File: src/rtl/bcf_pkg.sv
// Shared types, constants and codes of the Bezier curve flattener.
// No dependencies.
`default_nettype none
package bcf_pkg;

  localparam int CW  = 20;   // coordinate width, Q16.4
  localparam int QW  = 23;   // step-term quotient width
  localparam int STW = 24;   // step width
  localparam int TW  = 25;   // t accumulator width
  localparam int WW  = 49;   // Bernstein weight width
  localparam int AW  = 70;   // product / accumulator width
  localparam int DW  = 21;   // distance width

  localparam int ONE_T_INT = 65536;
  localparam logic [16:0] ONE_T = 17'h10000;
  localparam logic [QW-1:0] STEP_NUM = 23'd5242880;  // 5 << 20
  localparam int MAX_POINTS_DEF = 64;

  localparam logic [1:0] CMD_QUAD  = 2'd0;
  localparam logic [1:0] CMD_CUBIC = 2'd1;
  localparam logic [1:0] CMD_LINE  = 2'd2;
  localparam logic [1:0] CMD_NONE  = 2'd3;

  localparam logic [1:0] MA_MT = 2'd0;
  localparam logic [1:0] MA_T  = 2'd1;
  localparam logic [1:0] MA_W  = 2'd2;

  localparam logic [1:0] MB_MT = 2'd0;
  localparam logic [1:0] MB_T  = 2'd1;
  localparam logic [1:0] MB_P  = 2'd2;

  localparam logic [1:0] SC1 = 2'd0;
  localparam logic [1:0] SC2 = 2'd1;
  localparam logic [1:0] SC3 = 2'd2;

  localparam logic [1:0] OS_START = 2'd0;
  localparam logic [1:0] OS_END   = 2'd1;
  localparam logic [1:0] OS_CALC  = 2'd2;

  typedef struct packed {
    logic       wr;      // write scaled product to weight d_idx
    logic       mac;     // product goes to accumulator
    logic       first;
    logic       last;
    logic       y;
    logic [1:0] ma;
    logic [1:0] mb;
    logic [1:0] a_idx;
    logic [1:0] p_idx;
    logic [1:0] d_idx;
    logic [1:0] scale;
  } bcf_uop_t;

  typedef struct packed {
    logic       load;
    logic       div_start;
    logic       div_sel_y;
    logic       add_step;
    logic       step_fix;
    logic       t_clr;
    logic       t_adv;
    bcf_uop_t   uop;
    logic       out_load;
    logic [1:0] out_src;
    logic       out_last;
  } bcf_cmd_t;

  typedef struct packed {
    logic [1:0] kind;
    logic       zero;
    logic       div_busy;
    logic       pt_ready;
    logic       out_free;
    logic       t_over;
  } bcf_stat_t;

endpackage
`default_nettype wire

File: src/rtl/bcf_div.sv
// Restoring divider of the constant step numerator by a distance, one bit a cycle.
// Depends on bcf_pkg.
`default_nettype none
module bcf_div
  import bcf_pkg::*;
(
  input  wire logic          clk,
  input  wire logic          rst,
  input  wire logic          start,
  input  wire logic [DW-1:0] den,
  output logic     [QW-1:0]  quot,
  output logic               busy
);

  logic [DW-1:0] dreg;
  logic [DW-1:0] rem;
  logic [4:0]    cnt;
  logic [DW:0]   trial;
  logic [DW:0]   diff;

  assign trial = {rem, STEP_NUM[cnt]};
  assign diff  = trial - {1'b0, dreg};

  always_ff @(posedge clk) begin
    if (rst) begin
      busy <= 1'b0;
    end else if (start) begin
      busy <= 1'b1;
    end else if (busy && cnt == 5'd0) begin
      busy <= 1'b0;
    end
  end

  always_ff @(posedge clk) begin
    if (start) begin
      dreg <= den;
      rem  <= '0;
      quot <= '0;
      cnt  <= 5'(QW - 1);
    end else if (busy) begin
      if (trial >= {1'b0, dreg}) begin
        rem       <= diff[DW-1:0];
        quot[cnt] <= 1'b1;
      end else begin
        rem <= trial[DW-1:0];
      end
      cnt <= cnt - 5'd1;
    end
  end

endmodule
`default_nettype wire

File: src/rtl/bcf_dp.sv
// Datapath: segment registers, step divider, t accumulator, shared multiplier,
// Bernstein accumulator and output register. Depends on bcf_pkg, bcf_div.
`default_nettype none
module bcf_dp
  import bcf_pkg::*;
#(
  parameter int MAX_POINTS = MAX_POINTS_DEF
) (
  input  wire logic         clk,
  input  wire logic         rst,
  input  wire bcf_cmd_t     c,
  output bcf_stat_t         st,
  input  wire logic [159:0] s_tdata,
  input  wire logic [1:0]   s_tuser,
  output logic              m_tvalid,
  input  wire logic         m_tready,
  output logic [39:0]       m_tdata,
  output logic [0:0]        m_tuser,
  output logic              m_tlast
);

  localparam logic [STW-1:0] MIN_STEP = STW'(ONE_T_INT / (MAX_POINTS - 1));

  logic [1:0]           kind;
  logic signed [CW-1:0] crd [8];   // sx sy ax ay bx by ex ey
  logic [STW-1:0]       step;
  logic                 clamped;
  logic [TW-1:0]        t;
  logic [WW-1:0]        w [4];
  logic signed [AW-1:0] prod_r, acc;
  logic                 mac_d, first_d, last_d, y_d, fin_d, fin_y;
  logic signed [CW-1:0] rx, ry;
  logic                 pt_ready;

  logic signed [DW-1:0] sdx, sdy;
  logic [DW-1:0]        adx, ady;
  logic [QW-1:0]        quot;
  logic                 div_busy;
  logic [16:0]          mt;
  logic [WW-1:0]        a_op;
  logic signed [CW-1:0] b_op;
  logic signed [WW:0]   a_s;
  logic signed [AW-1:0] prod, scaled, rsum;
  logic [TW-1:0]        t_next;
  logic                 out_free;

  assign sdx = DW'(crd[6]) - DW'(crd[0]);
  assign sdy = DW'(crd[7]) - DW'(crd[1]);
  assign adx = sdx[DW-1] ? DW'(-sdx) : DW'(sdx);
  assign ady = sdy[DW-1] ? DW'(-sdy) : DW'(sdy);

  bcf_div u_div (
    .clk   (clk),
    .rst   (rst),
    .start (c.div_start),
    .den   (c.div_sel_y ? ady : adx),
    .quot  (quot),
    .busy  (div_busy)
  );

  assign mt     = ONE_T - t[16:0];
  assign t_next = t + TW'(step);

  always_comb begin
    unique case (c.uop.ma)
      MA_MT:   a_op = WW'(mt);
      MA_T:    a_op = WW'(t[16:0]);
      default: a_op = w[c.uop.a_idx];
    endcase
    unique case (c.uop.mb)
      MB_MT:   b_op = CW'(mt);
      MB_T:    b_op = CW'(t[16:0]);
      default: b_op = crd[{c.uop.p_idx, c.uop.y}];
    endcase
  end

  assign a_s  = {1'b0, a_op};
  assign prod = a_s * b_op;

  always_comb begin
    unique case (c.uop.scale)
      SC2:     scaled = prod <<< 1;
      SC3:     scaled = prod + (prod <<< 1);
      default: scaled = prod;
    endcase
  end

  assign rsum = acc + ((kind == CMD_CUBIC) ? (AW'(1) <<< 47) : (AW'(1) <<< 31));

  always_ff @(posedge clk) begin
    if (c.load) begin
      kind <= s_tuser;
      for (int i = 0; i < 8; i++) begin
        crd[i] <= s_tdata[i*CW +: CW];
      end
      step    <= '0;
      clamped <= 1'b0;
    end else if (c.add_step) begin
      step <= step + STW'(quot);
    end else if (c.step_fix && step < MIN_STEP) begin
      step    <= MIN_STEP;
      clamped <= 1'b1;
    end
    if (c.t_clr) begin
      t <= '0;
    end else if (c.t_adv) begin
      t <= t_next;
    end
    if (c.uop.wr) begin
      w[c.uop.d_idx] <= scaled[WW-1:0];
    end
    prod_r  <= prod;
    first_d <= c.uop.first;
    last_d  <= c.uop.last;
    y_d     <= c.uop.y;
    fin_y   <= y_d;
    if (mac_d) begin
      acc <= first_d ? prod_r : acc + prod_r;
    end
    if (fin_d) begin
      if (fin_y) begin
        ry <= rsum[CW+47:48] & {CW{kind == CMD_CUBIC}} |
              rsum[CW+31:32] & {CW{kind != CMD_CUBIC}};
      end else begin
        rx <= rsum[CW+47:48] & {CW{kind == CMD_CUBIC}} |
              rsum[CW+31:32] & {CW{kind != CMD_CUBIC}};
      end
    end
  end

  always_ff @(posedge clk) begin
    if (rst) begin
      mac_d    <= 1'b0;
      fin_d    <= 1'b0;
      pt_ready <= 1'b0;
    end else begin
      mac_d <= c.uop.mac;
      fin_d <= mac_d && last_d;
      if (fin_d && fin_y) begin
        pt_ready <= 1'b1;
      end else if (c.out_load && c.out_src == OS_CALC) begin
        pt_ready <= 1'b0;
      end
    end
  end

  assign out_free = !m_tvalid || m_tready;

  always_ff @(posedge clk) begin
    if (rst) begin
      m_tvalid <= 1'b0;
    end else if (c.out_load) begin
      m_tvalid <= 1'b1;
    end else if (m_tready) begin
      m_tvalid <= 1'b0;
    end
  end

  always_ff @(posedge clk) begin
    if (c.out_load) begin
      m_tlast <= c.out_last;
      unique case (c.out_src)
        OS_START: begin
          m_tdata <= {crd[1], crd[0]};
          m_tuser <= 1'b0;
        end
        OS_END: begin
          m_tdata <= {crd[7], crd[6]};
          m_tuser <= 1'b0;
        end
        default: begin
          m_tdata <= {ry, rx};
          m_tuser <= clamped;
        end
      endcase
    end
  end

  always_comb begin
    st.kind     = kind;
    st.zero     = (adx == '0) || (ady == '0);
    st.div_busy = div_busy;
    st.pt_ready = pt_ready;
    st.out_free = out_free;
    st.t_over   = t_next > TW'(ONE_T);
  end

endmodule
`default_nettype wire

File: src/rtl/bcf_ctrl.sv
// Controller: segment decode, step division sequencing and per-point microcode.
// Depends on bcf_pkg.
`default_nettype none
module bcf_ctrl
  import bcf_pkg::*;
#(
  parameter int MAX_POINTS = MAX_POINTS_DEF
) (
  input  wire logic      clk,
  input  wire logic      rst,
  input  wire logic      s_tvalid,
  output logic           s_tready,
  input  wire logic      endpoints_only,
  input  wire bcf_stat_t st,
  output bcf_cmd_t       c
);

  localparam int NW = (MAX_POINTS > 2) ? $clog2(MAX_POINTS) : 1;

  localparam logic [3:0] S_IDLE = 4'd0;
  localparam logic [3:0] S_DEC  = 4'd1;
  localparam logic [3:0] S_EP0  = 4'd2;
  localparam logic [3:0] S_EP1  = 4'd3;
  localparam logic [3:0] S_ZERO = 4'd4;
  localparam logic [3:0] S_DIVX = 4'd5;
  localparam logic [3:0] S_DIVY = 4'd6;
  localparam logic [3:0] S_FIX  = 4'd7;
  localparam logic [3:0] S_EVAL = 4'd8;
  localparam logic [3:0] S_EMIT = 4'd9;

  logic [3:0]    state, state_next;
  logic [3:0]    ph, ph_next;
  logic [NW-1:0] n, n_next;
  logic          cubic;
  logic [3:0]    ph_end;
  logic          pt_last;

  function automatic bcf_uop_t wop(input logic [1:0] ma, input logic [1:0] mb,
                                   input logic [1:0] ai, input logic [1:0] di,
                                   input logic [1:0] sc);
    bcf_uop_t u;
    u       = '0;
    u.wr    = 1'b1;
    u.ma    = ma;
    u.mb    = mb;
    u.a_idx = ai;
    u.d_idx = di;
    u.scale = sc;
    return u;
  endfunction

  function automatic bcf_uop_t mop(input logic [1:0] ai, input logic [1:0] pi,
                                   input logic y, input logic f, input logic l);
    bcf_uop_t u;
    u       = '0;
    u.mac   = 1'b1;
    u.ma    = MA_W;
    u.mb    = MB_P;
    u.a_idx = ai;
    u.p_idx = pi;
    u.y     = y;
    u.first = f;
    u.last  = l;
    u.scale = SC1;
    return u;
  endfunction

  assign cubic   = st.kind == CMD_CUBIC;
  assign ph_end  = cubic ? 4'd13 : 4'd8;
  assign pt_last = st.t_over || n == NW'(MAX_POINTS - 1);
  assign s_tready = state == S_IDLE;

  always_comb begin
    state_next = state;
    ph_next    = ph;
    n_next     = n;
    c          = '0;
    unique case (state)
      S_IDLE: begin
        if (s_tvalid) begin
          c.load     = 1'b1;
          state_next = S_DEC;
        end
      end
      S_DEC: begin
        if (st.kind == CMD_NONE) begin
          state_next = S_IDLE;
        end else if (st.kind == CMD_LINE || endpoints_only) begin
          state_next = S_EP0;
        end else if (st.zero) begin
          state_next = S_ZERO;
        end else begin
          c.div_start = 1'b1;
          state_next  = S_DIVX;
        end
      end
      S_EP0: begin
        if (st.out_free) begin
          c.out_load = 1'b1;
          c.out_src  = OS_START;
          state_next = S_EP1;
        end
      end
      S_EP1: begin
        if (st.out_free) begin
          c.out_load = 1'b1;
          c.out_src  = OS_END;
          c.out_last = 1'b1;
          state_next = S_IDLE;
        end
      end
      S_ZERO: begin
        if (st.out_free) begin
          c.out_load = 1'b1;
          c.out_src  = OS_START;
          c.out_last = 1'b1;
          state_next = S_IDLE;
        end
      end
      S_DIVX: begin
        if (!st.div_busy) begin
          c.add_step  = 1'b1;
          c.div_start = 1'b1;
          c.div_sel_y = 1'b1;
          state_next  = S_DIVY;
        end
      end
      S_DIVY: begin
        c.div_sel_y = 1'b1;
        if (!st.div_busy) begin
          c.add_step = 1'b1;
          state_next = S_FIX;
        end
      end
      S_FIX: begin
        c.step_fix = 1'b1;
        c.t_clr    = 1'b1;
        n_next     = '0;
        ph_next    = '0;
        state_next = S_EVAL;
      end
      S_EVAL: begin
        if (cubic) begin
          unique case (ph)
            4'd0:    c.uop = wop(MA_MT, MB_MT, 2'd0, 2'd0, SC1);
            4'd1:    c.uop = wop(MA_T,  MB_T,  2'd0, 2'd2, SC1);
            4'd2:    c.uop = wop(MA_W,  MB_T,  2'd2, 2'd3, SC1);
            4'd3:    c.uop = wop(MA_W,  MB_T,  2'd0, 2'd1, SC3);
            4'd4:    c.uop = wop(MA_W,  MB_MT, 2'd0, 2'd0, SC1);
            4'd5:    c.uop = wop(MA_W,  MB_MT, 2'd2, 2'd2, SC3);
            4'd6:    c.uop = mop(2'd0, 2'd0, 1'b0, 1'b1, 1'b0);
            4'd7:    c.uop = mop(2'd1, 2'd1, 1'b0, 1'b0, 1'b0);
            4'd8:    c.uop = mop(2'd2, 2'd2, 1'b0, 1'b0, 1'b0);
            4'd9:    c.uop = mop(2'd3, 2'd3, 1'b0, 1'b0, 1'b1);
            4'd10:   c.uop = mop(2'd0, 2'd0, 1'b1, 1'b1, 1'b0);
            4'd11:   c.uop = mop(2'd1, 2'd1, 1'b1, 1'b0, 1'b0);
            4'd12:   c.uop = mop(2'd2, 2'd2, 1'b1, 1'b0, 1'b0);
            4'd13:   c.uop = mop(2'd3, 2'd3, 1'b1, 1'b0, 1'b1);
            default: c.uop = '0;
          endcase
        end else begin
          unique case (ph)
            4'd0:    c.uop = wop(MA_MT, MB_MT, 2'd0, 2'd0, SC1);
            4'd1:    c.uop = wop(MA_MT, MB_T,  2'd0, 2'd1, SC2);
            4'd2:    c.uop = wop(MA_T,  MB_T,  2'd0, 2'd2, SC1);
            4'd3:    c.uop = mop(2'd0, 2'd0, 1'b0, 1'b1, 1'b0);
            4'd4:    c.uop = mop(2'd1, 2'd1, 1'b0, 1'b0, 1'b0);
            4'd5:    c.uop = mop(2'd2, 2'd3, 1'b0, 1'b0, 1'b1);
            4'd6:    c.uop = mop(2'd0, 2'd0, 1'b1, 1'b1, 1'b0);
            4'd7:    c.uop = mop(2'd1, 2'd1, 1'b1, 1'b0, 1'b0);
            4'd8:    c.uop = mop(2'd2, 2'd3, 1'b1, 1'b0, 1'b1);
            default: c.uop = '0;
          endcase
        end
        ph_next = ph + 4'd1;
        if (ph == ph_end) begin
          state_next = S_EMIT;
        end
      end
      S_EMIT: begin
        if (st.pt_ready && st.out_free) begin
          c.out_load = 1'b1;
          c.out_src  = OS_CALC;
          c.out_last = pt_last;
          c.t_adv    = 1'b1;
          ph_next    = '0;
          n_next     = n + NW'(1);
          state_next = pt_last ? S_IDLE : S_EVAL;
        end
      end
      default: state_next = S_IDLE;
    endcase
  end

  always_ff @(posedge clk) begin
    if (rst) begin
      state <= S_IDLE;
      ph    <= '0;
      n     <= '0;
    end else begin
      state <= state_next;
      ph    <= ph_next;
      n     <= n_next;
    end
  end

`ifndef SYNTHESIS
  a_out_free: assert property (@(posedge clk) disable iff (rst)
    c.out_load |-> st.out_free) else $error("output overwritten");
  a_div_idle: assert property (@(posedge clk) disable iff (rst)
    (c.div_start && state == S_DEC) |-> !st.div_busy) else $error("divider restarted");
  a_max_pts: assert property (@(posedge clk) disable iff (rst)
    (c.out_load && c.out_src == OS_CALC && n == NW'(MAX_POINTS - 1)) |-> c.out_last)
    else $error("point count overrun");
`endif

endmodule
`default_nettype wire

File: src/rtl/bezier_curve_flattener.sv
// Bezier segment flattener top level: APB configuration, controller and datapath.
// Depends on bcf_pkg, bcf_ctrl, bcf_dp.
// Lines, endpoints-only and segments with a zero x or y distance skip the step division;
//   curves run two 23-bit step divisions before their first point.
// Points are then evaluated one at a time on one shared multiplier; output waits on m_tready.
// Reset: synchronous, active high; clears control state and endpoints_only.
`default_nettype none
module bezier_curve_flattener
  import bcf_pkg::*;
#(
  parameter int MAX_POINTS = MAX_POINTS_DEF
) (
  input  wire logic         clk,
  input  wire logic         rst,
  input  wire logic         s_tvalid,
  output logic              s_tready,
  // start_x, start_y, ctrl_a_x, ctrl_a_y, ctrl_b_x, ctrl_b_y, end_x, end_y
  input  wire logic [159:0] s_tdata,
  // cmd
  input  wire logic [1:0]   s_tuser,
  output logic              m_tvalid,
  input  wire logic         m_tready,
  // point_x, point_y
  output logic [39:0]       m_tdata,
  // step_clamped
  output logic [0:0]        m_tuser,
  output logic              m_tlast,
  input  wire logic         psel,
  input  wire logic         penable,
  input  wire logic         pwrite,
  input  wire logic [2:0]   paddr,
  input  wire logic [31:0]  pwdata,
  output logic [31:0]       prdata,
  output logic              pready
);

  logic      endpoints_only;
  bcf_cmd_t  c;
  bcf_stat_t st;

  assign pready = 1'b1;
  assign prdata = {31'd0, endpoints_only & !paddr[2]};

  always_ff @(posedge clk) begin
    if (rst) begin
      endpoints_only <= 1'b0;
    end else if (psel && penable && pwrite && !paddr[2]) begin
      endpoints_only <= pwdata[0];
    end
  end

  bcf_ctrl #(.MAX_POINTS(MAX_POINTS)) u_ctrl (
    .clk            (clk),
    .rst            (rst),
    .s_tvalid       (s_tvalid),
    .s_tready       (s_tready),
    .endpoints_only (endpoints_only),
    .st             (st),
    .c              (c)
  );

  bcf_dp #(.MAX_POINTS(MAX_POINTS)) u_dp (
    .clk      (clk),
    .rst      (rst),
    .c        (c),
    .st       (st),
    .s_tdata  (s_tdata),
    .s_tuser  (s_tuser),
    .m_tvalid (m_tvalid),
    .m_tready (m_tready),
    .m_tdata  (m_tdata),
    .m_tuser  (m_tuser),
    .m_tlast  (m_tlast)
  );

endmodule
`default_nettype wire
File: config.mk
export PLATFORM = sky130hd
export DESIGN_NAME = bezier_curve_flattener
export DESIGN_NICKNAME = d
export VERILOG_FILES = /design/src/rtl/bcf_pkg.sv /design/src/rtl/bcf_div.sv /design/src/rtl/bcf_dp.sv /design/src/rtl/bcf_ctrl.sv /design/src/rtl/bezier_curve_flattener.sv
export SDC_FILE = /design/constraint.sdc
export NUM_CORES = 2
export LEC_CHECK = 0
export ABC_AREA = 0
export BUFFER_PORTS_ARGS = -buffer_cell sky130_fd_sc_hd__buf_4
export CAP_MARGIN = 0
export CORE_MARGIN = 1
export CORE_UTILIZATION = 25
export DETAILED_ROUTE_END_ITERATION = 8
export HOLD_SLACK_MARGIN = 0.05
export MAX_ROUTING_LAYER = met4
export PLACE_DENSITY = 0.41
export SYNTH_ARGS = -nofsm -noshare
export SYNTH_HDL_FRONTEND = slang
export SYNTH_HIERARCHICAL = 1
export SYNTH_SLANG_ARGS = --single-unit
File: constraint.sdc
create_clock -name clk -period 33.2 [get_ports clk]
set_clock_uncertainty 0.1 [all_clocks]
set_input_delay 0 -clock clk [delete_from_list [all_inputs] [get_ports clk]]
set_output_delay 0 -clock clk [all_outputs]
set_load 0.005 [all_outputs]
* Yosys cells after proc, flatten, opt, wreduce, memory -nomap -nowiden
Memories as Yosys holds them, arrays and structs flattened. A register that Yosys moved wholly into a read port is not among the register bits.
Cells that the tools add are included.
** Cells by class
- Add/subtract/negate cells :: 14
- Multipliers :: 1
- Order comparisons :: 5
- Equal/unequal tests :: 28
- Muxes and demuxes :: 68
- Bitwise gates (word level) :: 8
- Reduce and logical (&&, ||, !) cells :: 39
** Operators with widths (number)
- 49-bit case mux with 2 select lines :: 2
- 21-bit 2-to-1 mux :: 4
- 40-bit case mux with 2 select lines :: 1
- 70-bit adder :: 1
- 50-bit by 20-bit multiplier with 70-bit output :: 1
- 70-bit 2-to-1 mux :: 1
- 68-bit adder :: 1
- 4-bit 2-to-1 mux :: 17
- 49-bit adder :: 1
- 24-bit 2-to-1 mux :: 2
- 48-bit 2-to-1 mux :: 1
- 21-bit zero test :: 2
- 21-bit negation :: 2
- 20-bit by 20-bit subtractor with 21-bit output :: 2
- 20-bit bitwise AND :: 2
- 20-bit case mux with 2 select lines :: 1
- 4-bit case mux with 9 select lines :: 1
- 17-bit 2-to-1 mux :: 2
- 25-bit by 24-bit adder with 25-bit output :: 1
- 25-bit by 17-bit > comparator with 1-bit output (second input constant) :: 1
- 24-bit by 23-bit adder with 24-bit output :: 1
- 24-bit by 11-bit less-than comparator with 1-bit output (second input constant) :: 1
- 23-bit bitwise OR :: 1
- 22-bit by 21-bit greater-or-equal comparator with 1-bit output :: 1
- other kinds (43) :: 113
** Word-level totals
- Flip-flop bits (word level) :: 368
- Bits in writable memories :: 356
- ROM bits :: 544
- Input bits :: 204
- Output and inout bits :: 77
- Word-level logic and storage cells :: 196
- Memories kept :: 5
** Memory list
- (name not given) :: words 16, bits a word 16, read ports 1, clocked after Yosys merged registers in 1, write ports 0, line bcf_ctrl.sv:144 : unique case (ph)
- (name not given) :: words 16, bits a word 16, read ports 1, clocked after Yosys merged registers in 1, write ports 0, line bcf_ctrl.sv:162 : unique case (ph)
- u_dp.w :: words 4, bits a word 49, read ports 1, clocked after Yosys merged registers in 0, write ports 1, line bcf_dp.sv:29 : logic [WW-1:0] w [4];
- u_dp.crd :: words 8, bits a word 20, read ports 5, clocked after Yosys merged registers in 0, write ports 8, line bcf_dp.sv:25 : logic signed [CW-1:0] crd [8];
- (name not given) :: words 32, bits a word 1, read ports 1, clocked after Yosys merged registers in 1, write ports 0, line bcf_div.sv:21 : assign trial = {rem, STEP_NUM[cnt]};

* Logic depth before layout (Yosys ltp)
An unclocked memory read counts as a cell.
- Word-level depth :: 11
- Mapped depth :: 52
- Gate-level depth less buffers :: 49

* Hierarchy
The synthesis kept the hierarchy.
** Modules (own cells, without submodules)
- bcf_dp :: times used 1, cells an instance 6915, area each 67292.0 sq um, sequential area each 17777.0 sq um
- bcf_div :: times used 1, cells an instance 420, area each 3841.2 sq um, sequential area each 1651.6 sq um
- bcf_ctrl :: times used 1, cells an instance 264, area each 2153.3 sq um, sequential area each 760.7 sq um
- bezier_curve_flattener :: times used 1, cells an instance 40, area each 309.0 sq um, sequential area each 20.0 sq um

* Worst setup path after synthesis
Ideal clock, no wire load.
- Kind :: reg2reg
- Start :: register u_ctrl.state[1]
- End :: memory u_dp.w[0][48] (data pin)
- Setup time :: 0.274 ns
- Data arrival time :: 12.116 ns
- Required time :: 32.826 ns
- Path slack :: 20.709 ns
- Stages on the path, launching flop included :: 49
- Buffers on the path :: 5
- Clock period less this slack :: 12.491 ns
- Cells stage by stage :: dfxtp_1 > or2_2 > nor2_1 > nand2_1 > clkbuf_1 > a21oi_1 > clkbuf_1 > buf_1 > buf_1 > mux4_2 > mux2i_1 > mux2_2 > clkbuf_1 > nor2_1 > fa_1 > fa_1 > inv_1 > fa_1 > [... 13 more ...] > nor2_1 > o21ai_0 > inv_1 > o21ai_0 > xor2_1 > ha_1 > o21a_1 > nor2_1 > or3_1 > o21bai_1 > a2111oi_0 > a221oi_1 > o21ai_1 > nor4_1 > nor3_1 > xor2_1 > mux2i_1 > o21ai_1
** RTL lines
- start: declaration :: line bcf_ctrl.sv:31 : logic [3:0] state, state_next;
- start signal: assignment :: line bcf_ctrl.sv:201 : state <= state_next;
- end: declaration :: line bcf_dp.sv:29

==> impl_metrics.json <==
{
  "end_kind": "register",
  "final_cells": 12040,
  "setup-violations-final": 0,
  "fin_nets": 9574,
  "syn_inst": 7639,
  "grt_pass1_vias": 58657,
  "yosys_warnings": 6,
  "synth_top_cell_by_area": "fa_1",
  "clk_pin_slew_worst_paths_ns": 0.06,
  "clk_latency_ns": 0.70,
  "post-route-period-util_pct": 47.2,
  "cts_inserted_buffers": 88,
  "maxSlewHeadroom_pct": 22.5,
  "place_inst": 11536,
  "wl_um": 256000,
  "die_y_um": 545,
  "die_w_um": 545,
  "cts_max_level": 3,
  "layout_commonest_cell": "inv_1",
  "syn_to_final_growth_pct": 17.2,
  "avgViaCountPerCell": 4.73,
  "vias": 56906,
  "max_freq_ghz": 0.0638,
  "io_buffers": 215,
  "grt_first_pass_wirelength_um": 382000,
  "num_io_pins": 281,
  "fin_hold_ws_ns": 0.130,
  "post-cts-setup-buffers": 0,
  "cts_sinks": 745,
  "start_kind": "register",
  "drc": 0,
  "final_antenna_net_count": 0,
  "core_area_um2": 292000,
  "synth_area_per_cell_um2": 9.63,
  "drive_above_1_share_pct": 8.89,
  "crit_slowest_cell": "a2111oi_0",
  "setup_tns_ns": 0,
  "post_cts_resized": 0,
  "cts_root_buf": "clkbuf_16",
  "cts_tree": "yes",
  "status": "completed",
  "dieArea_um2": 297000,
  "rsz0062_at_grt": "false",
  "cp_max_fo": 25,
  "cts-hold-fix-buffers": 333,
  "crit_required_ns": 33.52,
  "ys_ff_latch": 745,
  "grtUsageTotal_pct": 17.7,
  "synth-main-ff-cell": "edfxtp_1",
  "multi_input_area_um2": 48500,
  "first_iter_violations": 3759,
  "hp-class": "in -> reg",
  "most-common-layout-cells": "inv_1, nand2_1, fa_1",
  "synthesis.area_um2": 73600,
  "hpwl_um": 195000,
  "worstMarginPinSlew_ns": 1.16,
  "critPathKind": "reg -> reg",
  "gp_congestion": 0.866,
  "synth_cell_types": 118,
  "synth_area_leaders": "fa_1, edfxtp_1, ha_1, dfxtp_1, inv_1",
  "ys_async_sr_fraction_pct": 0,
  "slew_violations": 0,
  "grt_max_degree": 86,
  "hold_violations": 0,
  "ys_seq_area_share_pct": 27.5,
  "synth_top_area_share_pct": 23.1,
  "maxCapViolCount": 0,
  "cp_data_arrival_time_ns": 16.00,
  "worst_path_largest_cell_delay_ns": 0.91,
  "row_count": 198,
  "gr-total-overflow": 0,
  "fin_crit_ns": 15.68,
  "nFillCells": 30798,
  "regArea_um2": 20200,
  "drt_first_pass_iters": 6,
  "synth_edf_count": 529,
  "antenna_found_initial": 17,
  "start_util_pct": 25.2,
  "post_drt_wl_per_cell_um": 21.2,
  "cts.path.max_buffers": 3,
  "cp_common_cell": "fa_1"
}
[sequential cells by signal, indices dropped and copies added, names as in the netlist, 23 cells and up, named ones only]
register,cells
u_dp/w,196
u_dp/acc,68
u_dp/crd,160
u_dp/m_tdata,40
u_dp/prod_r,68
u_dp/step,24
u_dp/t,25
u_dp/u_div/quot,23
[kinds of logic (layout without fill, tap and decap cells)]
| kind of cell | Yosys count | count (layout) | synth area share, % |
|---|---|---|---|
| AOI/OAI and AO/OA | 1290 | 1290 | 11.5 |
| buffers and inverters | 1388 | 1854 | 7.33 |
| adders and majority gates | 1311 | 1311 | 31.0 |
| other | 2 | 37 | 0.0102 |
| xor gates and xnor gates | 369 | 369 | 4.40 |
| and+or+nand+nor | 2252 | 2252 | 13.4 |
| muxes | 282 | 282 | 4.94 |
| DFF | 745 | 745 | 27.5 |
[layer usage]
layer | routed length [µm] | vias to the layer above | global-route usage (%) | share of wire, %
li1 | - | 26267 | - | -
met1 | 115000 | 29137 | 22.8 | 45
met2 | 126000 | 1233 | 30.0 | 49
met3 | 9830 | 269 | 1.75 | 3.8
met4 | 5390 | 0 | 3.64 | 2.1
met5 | 0 | - | - | 0
[synthesized netlist by cell type, types with 30 or more instances]
master and instances:
a21o_1 147, o21a_1 34, nor2_1 740, a221oi_1 40, clkbuf_1 289, nand4_1 55, xnor2_1 223, mux4_2 58
nor2b_1 62, o21bai_1 44, buf_4 40, a21oi_1 361, a211oi_1 30, fa_1 850, a31oi_1 46, nand2_1 973
xor2_1 145, dfxtp_1 216, nand3_1 75, inv_1 1015, nand2b_1 59, edfxtp_1 529, o211a_1 36, ha_1 461
and2_1 55, and3_1 32, nor3_1 65, o21ai_0 285, mux2i_1 157, o211ai_1 52, mux2_2 67
[metrics by stage]
stage / setup WS [ns] / area [µm²] / util, %
final: 17.52 / 86200 / 29.6
after global routing: 16.54 / 86200 / 29.5
after CTS: 17.42 / 86200 / 29.5
after detailed placement: 17.50 / 79900 / 27.4
after global placement: 17.50 / 79900 / 27.4
after floorplan: 20.71 / 73700 / -
[critical path: cells and delay by family, from the launching register on]
| family | cells | cell delay (ns) |
|---|---|---|
| simple gates | 14 | 2.75 |
| buf+inv | 7 | 1.34 |
| flops | 1 | 0.63 |
| mux | 4 | 2.36 |
| fa+ha+maj | 9 | 4.14 |
| xor+xnor | 2 | 0.77 |
| compound gates | 8 | 3.23 |
[final cells by class]
cell class,count,share of cell area (%)
clock buffers,127,3.06
flip-flops and latches,745,23.4
inverters,1019,4.44
diodes,5,0.0145
repair buffers,669,6.79
multi-input cells,5536,56.2
clock inverters,39,0.374
well taps,3900,5.66
[final timing paths]
check,slack (ns),startpoint,cells after the start,to
setup / recovery,17.52,u_ctrl/state[3]$_SDFFE_PP0P_,44,u_dp/w[1][48]$_DFFE_PP_
hold / removal,0.13,rst,3,u_ctrl/n[1]$_SDFFE_PP0P_
setup reg to reg,17.52,u_ctrl/state[3]$_SDFFE_PP0P_,44,u_dp/w[1][48]$_DFFE_PP_
hold reg to reg,0.24,u_dp/y_d$_DFF_P_,0,u_dp/fin_y$_DFF_P_
Power is not shown: default switching activity piles up to over one toggle a cycle in this logic, so the estimate is an artifact.
